### src/rrq_pkg.sv
// rrq_pkg: shared constants, codes and beat types for the report ring queue
// used by rrq_front, rrq_back and report_ring_queue_drop_oldest
// no dependencies
`timescale 1ns / 1ps
`default_nettype none

package rrq_pkg;

	// ring geometry
	localparam int REPORT_BYTES = 64;
	localparam int SLOT_COUNT   = 8;

	// command queue between front and back, power of two
	localparam int QUEUE_DEPTH  = 4;

	localparam int SLOT_W = $clog2(SLOT_COUNT);
	localparam int BYTE_W = (REPORT_BYTES > 1) ? $clog2(REPORT_BYTES) : 1;
	localparam int ADDR_W = $clog2(SLOT_COUNT * REPORT_BYTES);
	localparam int LEN_W  = 7;
	localparam int QPTR_W = $clog2(QUEUE_DEPTH);
	localparam int QCNT_W = $clog2(QUEUE_DEPTH + 1);

	// command codes on the request channel
	localparam logic [1:0] CMD_WRITE = 2'd0;
	localparam logic [1:0] CMD_READ  = 2'd1;
	localparam logic [1:0] CMD_CLEAR = 2'd2;
	localparam logic [1:0] CMD_NONE  = 2'd3;

	// classified operation held in the command queue
	typedef enum logic [1:0] {
		OP_WRITE = 2'd0,
		OP_READ  = 2'd1,
		OP_CLEAR = 2'd2
	} rrq_op_t;

	typedef struct packed {
		logic [1:0]       cmd;
		logic [7:0]       data_byte;
		logic             last_byte;
		logic [LEN_W-1:0] capacity;
	} rrq_req_t;

	typedef struct packed {
		logic [7:0]       out_byte;
		logic             is_last;
		logic [LEN_W-1:0] read_length;
		logic             nothing_read;
	} rrq_rsp_t;

	typedef struct packed {
		rrq_op_t          op;
		logic [7:0]       data_byte;
		logic             last_byte;
		logic [LEN_W-1:0] capacity;
	} rrq_entry_t;

	// head of the command queue as seen by the back end
	typedef struct packed {
		logic       valid;
		rrq_entry_t entry;
	} rrq_qhead_t;

endpackage

`default_nettype wire

### src/rrq_front.sv
// rrq_front: accepts request beats, classifies the command and queues it
// depends on rrq_pkg
`timescale 1ns / 1ps
`default_nettype none

module rrq_front import rrq_pkg::*; (
	input  wire logic       clk,
	input  wire logic       arst_n,
	input  wire logic       req_valid,
	output logic            req_stall,
	input  wire rrq_req_t   req,
	output rrq_qhead_t      qhead,
	input  wire logic       pop
);

	logic [QPTR_W-1:0] wr_ptr_q;
	logic [QPTR_W-1:0] rd_ptr_q;
	logic [QCNT_W-1:0] cnt_q;
	rrq_entry_t        fifo_q [QUEUE_DEPTH];

	logic       accept;
	logic       keep;
	logic       push;
	rrq_entry_t entry;

	// classify the command, the unused code is dropped here
	always_comb begin
		keep            = 1'b1;
		entry.op        = OP_WRITE;
		entry.data_byte = req.data_byte;
		entry.last_byte = req.last_byte;
		entry.capacity  = req.capacity;
		unique case (req.cmd)
			CMD_WRITE: entry.op = OP_WRITE;
			CMD_READ:  entry.op = OP_READ;
			CMD_CLEAR: entry.op = OP_CLEAR;
			default:   keep = 1'b0;
		endcase
	end

	assign req_stall = (cnt_q == QCNT_W'(QUEUE_DEPTH));
	assign accept    = req_valid && !req_stall;
	assign push      = accept && keep;

	// queue storage
	always_ff @(posedge clk) begin
		if (push) begin
			fifo_q[wr_ptr_q] <= entry;
		end
	end

	// pointers and occupancy
	always_ff @(posedge clk or negedge arst_n) begin
		if (!arst_n) begin
			wr_ptr_q <= '0;
			rd_ptr_q <= '0;
			cnt_q    <= '0;
		end else begin
			if (push) begin
				wr_ptr_q <= wr_ptr_q + QPTR_W'(1);
			end
			if (pop) begin
				rd_ptr_q <= rd_ptr_q + QPTR_W'(1);
			end
			case ({push, pop})
				2'b10:   cnt_q <= cnt_q + QCNT_W'(1);
				2'b01:   cnt_q <= cnt_q - QCNT_W'(1);
				default: cnt_q <= cnt_q;
			endcase
		end
	end

	assign qhead.valid = (cnt_q != '0);
	assign qhead.entry = fifo_q[rd_ptr_q];

	// checks
	a_no_pop_empty: assert property (@(posedge clk) disable iff (!arst_n)
		pop |-> (cnt_q != '0))
		else $error("command queue popped while empty");

	a_unused_dropped: assert property (@(posedge clk) disable iff (!arst_n)
		(accept && (req.cmd == CMD_NONE) && !pop) |=> $stable(cnt_q))
		else $error("unused command code entered the queue");

	a_read_queued: assert property (@(posedge clk) disable iff (!arst_n)
		(accept && (req.cmd == CMD_READ) && !pop) |=> (cnt_q == $past(cnt_q) + QCNT_W'(1)))
		else $error("read command lost at the queue");

endmodule

`default_nettype wire

### config.mk
export PLATFORM = sky130hd
export DESIGN_NAME = rrq_front
export DESIGN_NICKNAME = d
export VERILOG_FILES = /design/src/rrq_pkg.sv /design/src/rrq_front.sv
export SDC_FILE = /design/constraint.sdc
export NUM_CORES = 1
export LEC_CHECK = 0
export ABC_AREA = 1
export BUFFER_PORTS_ARGS = -buffer_cell sky130_fd_sc_hd__buf_2
export CORE_MARGIN = 3
export CORE_UTILIZATION = 57
export CTS_CLUSTER_DIAMETER = 200
export DETAILED_ROUTE_END_ITERATION = 16
export PLACE_DENSITY = 0.86
export RECOVER_POWER = 25
export SLEW_MARGIN = 20
export SYNTH_ARGS = -nofsm -noshare
export SYNTH_HDL_FRONTEND = slang
export SYNTH_SLANG_ARGS = --single-unit
### constraint.sdc
create_clock -name clk -period 2.1 [get_ports clk]
set_input_delay 0.63 -clock clk [delete_from_list [all_inputs] [get_ports clk]]
set_output_delay 0.63 -clock clk [all_outputs]
set_load 0.02 [all_outputs]
==> run summary, run 1 <==
Die Footprint: 6761 µm²
Vias in the first global route: 1960
Via density: 5.171
Crit Path Max Fanout: 24
Yosys cell types: 20
Total grt overflow: 0
Placeable Area: 5574 µm²
CP max-delay cell: dfrtp_2
Dominant cell by count in the synthesized netlist: edfxtp_1
DIE WIDTH: 82.23 µm
Highest Clock Rate: 465.5 MHz
Via count: 2053
P per Cell Area: 1462 nW/µm²
CTS Buf Count: 9
Ys async rst share: 0.08861
Reg clk slew, reported paths: 80 ps
Critical Path AT: 1520 ps
Leakage: 0.001649 µW
ANT nets after route: 0
Chip height: 82.23 µm
CTS tree: done
Dpl ws: -23.44 ps
Starting Density: 0.5942
Initial antenna violation count: 0
Worst Slack Setup Final: -48.22 ps
Synthesized Nets: 295
Crit end category: output pin
Register area: 2338 µm²
Pin slew with the least headroom to its limit: 403.1 ps
Startpoint Class: register
Status: finished, violations left
Post-Syn Area: 3312 µm²
Yosys reg bits: 79
Drt pass-1 iters: 4
Final HPWL DP: 3.701 mm
Drc violations: 0
Post-synth EDFFs: 72
Syn_area_per_cell: 12.40 µm²
RSZ-0062 raised after global routing: yes
Fill cells: 358
Clk buf depth: 2
Met3 Resource Use GR: 0.04555
Setup violators final: 1
Clk_lat worst skew: 340 ps
Fin nets: 348
Total Routing Usage GR: 0.1945
CP max stage delay: 480 ps
Sequential share of the synthesized area: 0.7057
Pin count of the biggest net entering global routing: 37
Syn Inst Count: 267
Max-cap violations: 0
Main synth FF type: edfxtp_1
Met2 GRT Util: 0.3181
Met1 GRT Util: 0.2373
Violated checks: setup timing
Yosys top cell by area: edfxtp_1
# IOs: 42
Final Hold Fails: 0
Root buf cell: clkbuf_8
Slew HR: 0.7313
Tmin final: 2148 ps
Share of cells above drive strength 1: 0.2031
Multi-input logic area: 688.2 µm²
Most frequent cells after synthesis: edfxtp_1 (72), inv_1 (52), nand2_1 (46), a21oi_1 (18), o211ai_1 (18)
GP Congestion: 0.8253
Clk sinks: 79
GRT busiest layer: met2
Routed Wire Length: 5.958 mm
Critical Setup Path Class: register to output pin
Share of the synthesized area in the top cell type: 0.6528
Area Overhead vs Synth: 19.83%
Largest cells by area after synthesis: edfxtp_1 (65%), inv_1 (5.9%), dfrtp_1 (5.3%), nand2_1 (5.2%), o211ai_1 (4.1%)
Ant diodes: 0
CTS H-Tree Depth: 3
Count of final max-slew check failures: 0
Hold/Removal Path Class: input port to asynchronous set/reset pin
Routed wire per std cell: 15.01 µm
Iter 0 DRT Violations: 79
I/O Buffers: 41
Yosys warns: 0
Fin crit share: 1.023
First-pass GRT wire length: 9.356 mm
Crit-path cells: buf_12, a21oi_1, o21ai_1, nand2_1, buf_6
Fin Setup TNS: -48.22 ps
Setup Skew: 7.898 ps
# rows: 27
CP required: 1470 ps
Maximum VDD drop: 0.0008647 V
path summary, 6_finish.rpt:
path | start | endpoint | slack (ps) | cells past startpoint
worst min-delay path | arst_n | wr_ptr_q[0] | 180 | 1
max in group asynchronous | arst_n | rd_ptr_q[0] | 1610 | 1
worst max-delay path | rd_ptr_q[0] | qhead[8] | -50 | 5
min in group clk | req[0] | fifo_q[2][0] | 510 | 1
worst max register to register | cnt_q[0] | cnt_q[2] | 330 | 9
worst min register to register | rd_ptr_q[1] | rd_ptr_q[1] | 540 | 1
metal layers:
layer	vias up	share of wire
li1	1004	-
met1	978	0.41
met2	52	0.52
met3	19	0.039
met4	0	0.030
met5	-	0
per-stage QoR:
step | instances | hold slack (ps) | instance area (µm²) | power [µW] | util
6_report | 397 | 175.4 | 3969 | 5803 | 0.7120
5_1_grt | 397 | 192.1 | 3969 | 6150 | 0.7120
4_1_cts | 397 | 94.90 | 3929 | 5673 | 0.7048
3_5_place_dp | 380 | 475.1 | 3650 | 4237 | 0.6548
3_3_place_gp | 380 | 469.8 | 3650 | 4158 | 0.6548
2_1_floorplan | 267 | 334.4 | 3312 | 3648 | -
worst max-delay path, delay by kind of cell (launching register included):
family	cells	cell delay, ps
AOI/OAI and AO/OA	2	270
and+or+nand+nor	1	120
DFF	1	480
buffers and inverters	2	310
flip-flops by register name, summed over array words and instances, names as in the netlist:
name      cells
cnt_q         3
fifo_q       72
rd_ptr_q      2
wr_ptr_q      2
report_power, final:
part | leakage [µW] | switching (µW) | internal [µW]
registers | 0.000740 | 142 | 2010
logic | 0.000790 | 1390 | 963
clock network | 0.000118 | 517 | 781
cells in the final DEF, fill, tap and decap left out, types with 5 or more instances in the layout:
cell type and instances:
edfxtp_1 72, inv_1 52, nand2_1 46, o21ai_1 18
o211ai_1 18, a21oi_1 16, buf_4 16, buf_2 14
clkbuf_1 11, clkbuf_8 9, buf_6 8, dfrtp_1 6
nand3_1 5, ha_1 5, buf_12 5
logic make-up (layout without fill, tap and decap cells):
logic type | Yosys count | count (layout) | share of synthesized area
DFF | 79 | 79 | 0.7057
buffers and inverters | 64 | 122 | 0.09180
and+or+nand+nor | 59 | 59 | 0.07027
AOI/OAI and AO/OA | 56 | 56 | 0.09936
adders and majority gates | 6 | 6 | 0.02493
xor gates and xnor gates | 3 | 3 | 0.007935
cell type report:
class	instances	area share
clock buffers	9	0.03121
clock inverters	7	0.02806
inverters	52	0.04918
multi-input cells	124	0.1734
flip-flops and latches	79	0.5892
well taps	72	0.02270
repair buffers	54	0.1062
what timing repair did:
item / CTS / global route
gates resized for setup: 12 / 21
endpoints found under the hold margin: 0 / 0
buffers inserted: 1 / 0
pin swaps: 1 / 5
endpoints found under the setup margin: 15 / 18
hold buffers: 0 / 0
(Power assumes the default switching activity.)
==> inputs of run 2 (changes only) <==
--- a/config.mk
+++ b/config.mk
@@ -7,11 +7,13 @@
 export LEC_CHECK = 0
 export ABC_AREA = 1
 export BUFFER_PORTS_ARGS = -buffer_cell sky130_fd_sc_hd__buf_2
+export CELL_PAD_IN_SITES_DETAIL_PLACEMENT = 1
+export CELL_PAD_IN_SITES_GLOBAL_PLACEMENT = 1
 export CORE_MARGIN = 3
-export CORE_UTILIZATION = 57
+export CORE_UTILIZATION = 46
 export CTS_CLUSTER_DIAMETER = 200
 export DETAILED_ROUTE_END_ITERATION = 16
-export PLACE_DENSITY = 0.86
+export PLACE_DENSITY = 0.85
 export RECOVER_POWER = 25
 export SLEW_MARGIN = 20
 export SYNTH_ARGS = -nofsm -noshare
==> run summary, run 2 (same netlist as run 1, synthesis figures left out) <==
P per Cell Area: 1423 nW/µm²
Placeable Area: 6869 µm²
Area Overhead vs Synth: 18.89%
I/O Buffers: 41
Register area: 2338 µm²
Pin slew with the least headroom to its limit: 435.1 ps
Status: finished, violations left
ANT nets after route: 0
Startpoint Class: register
DIE WIDTH: 90.85 µm
Total grt overflow: 0
Dpl ws: -3.285 ps
Setup violators final: 1
First-pass GRT wire length: 11.49 mm
Vias in the first global route: 2226
Leakage: 0.001622 µW
Tmin final: 2108 ps
Starting Density: 0.4821
# IOs: 42
Fin crit share: 1.004
Fill cells: 704
Final Instance Area: 3938 µm²
Max-cap violations: 0
Fin nets: 349
Worst Slack Setup Final: -7.680 ps
Crit Path Max Fanout: 44
CP max stage delay: 440 ps
Crit end category: output pin
CTS H-Tree Depth: 3
GP Congestion: 0.7187
CP max-delay cell: dfrtp_2
Initial antenna violation count: 0
Clk sinks: 79
Maximum VDD drop: 0.0007488 V
Crit-path cells: buf_12, o211ai_1, nand2_1, buf_4
Worst Setup EP: qhead[7]
Violated checks: setup timing
Clk buf depth: 2
Setup repair bufs after CTS: 0
Non-Filler Instances: 422
R2R setup slack: 290 ps
RR Endpoint: cnt_q[2]
Commonest non-fill, non-tap cell in the layout: edfxtp_1
Via count: 2102
Most frequent cells in the layout: edfxtp_1 (72), inv_1 (52), nand2_1 (46), buf_2 (21), buf_4 (20)
Critical Path AT: 1480 ps
Critical Setup Path Class: register to output pin
Drc violations: 0
Final Hold Fails: 0
Count of final max-slew check failures: 0
Critical Path Source: rd_ptr_q[0]
# rows: 30
Setup Skew: 7.382 ps
Reg clk slew, reported paths: 80 ps
Iter 0 DRT Violations: 112
Top Registers: fifo_q: 72 flops, cnt_q: 3 flops
Cells on worst reg2reg path: 9
Ant diodes: 0
Placed insts: 406
Slew HR: 0.7099
Max reg flops: 72
Chip height: 90.85 µm
CTS tree: done
Multi-input logic area: 703.2 µm²
Biggest register: fifo_q
Total Routing Usage GR: 0.1850
CP required: 1470 ps
Final HPWL DP: 4.857 mm
Via density: 4.981
Clk_lat worst skew: 350 ps
Highest Clock Rate: 474.5 MHz
Root buf cell: clkbuf_8
Pin count of the biggest net entering global routing: 45
Die Footprint: 8254 µm²
Drt pass-1 iters: 4
Routed Wire Length: 6.971 mm
Hold/Removal Path Class: input port to asynchronous set/reset pin
Share of cells above drive strength 1: 0.2209
Routed wire per std cell: 16.52 µm
CTS Buf Count: 9
RR Startpoint: cnt_q[0]
Placed cell area: 3670 µm²
RSZ-0062 raised after global routing: yes
==> run 2: cell count changes in the layout (fill, tap and decap cells not counted), sizes merged <==
| cell | delta |
|---|---|
| buf | +2 |
| clkinv | -1 |
| clkinvlp | +1 |
| bufinv | -1 |
==> run 2: power breakdown <==
part / internal [µW] / total, µW / switching, µW
Combinational: 816 / 2270 / 1450
Clock: 665 / 1200 / 532
Sequential: 2010 / 2140 / 127
==> run 2: through the flow <==
stage          hold WS, ps  power [µW]  setup TNS, ps    util
2_1_floorplan        334.4        3648          -5317       -
3_3_place_gp         476.7        4136              0  0.5342
3_5_place_dp         478.1        4293         -3.285  0.5342
4_1_cts              95.70        5620         -66.85  0.5716
5_1_grt              181.0        5975          -1220  0.5732
6_report             181.4        5605         -7.680  0.5732
==> run 2: final cells by class <==
cell class                 count  share of cell area
multi-input combinational    124              0.1786
inverter                      52             0.04957
sequential                    79              0.5939
clock inverter                 6             0.02161
timing repair buffer          55             0.09342
clock buffer                  10             0.03241
tap                           96             0.03051
==> run 2: worst max-delay path, delay by kind of cell, from the launching register on <==
kind | cells | cell delay [ps]
DFF | 1 | 440
and+or+nand+nor | 1 | 100
buffers and inverters | 2 | 340
AOI/OAI and AO/OA | 1 | 230
==> run 2: worst min path at each step <==
stage,to,slack (ps),cells past startpoint
after floorplan,cnt_q[0],330,0
after global placement,cnt_q[0],480,1
after detailed placement,cnt_q[0],480,1
after CTS,wr_ptr_q[1],100,1
after global routing,cnt_q[2],180,1
final,cnt_q[2],180,1
==> run 2: what timing repair did <==
item                                    CTS  global route
pin swaps                                 1             1
resized for setup                        14             7
hold buffers                              0             0
endpoints found under the setup margin   18            18
==> run 2: routing by layer <==
layer	vias up	part of all wire	routed length [µm]	GRT usage
li1	1008	-	-	-
met1	1035	0.41	2824	0.2159
met2	42	0.54	3731	0.3212
met3	17	0.038	265	0.04167
met4	0	0.021	149	0.09045
met5	-	0	0	0
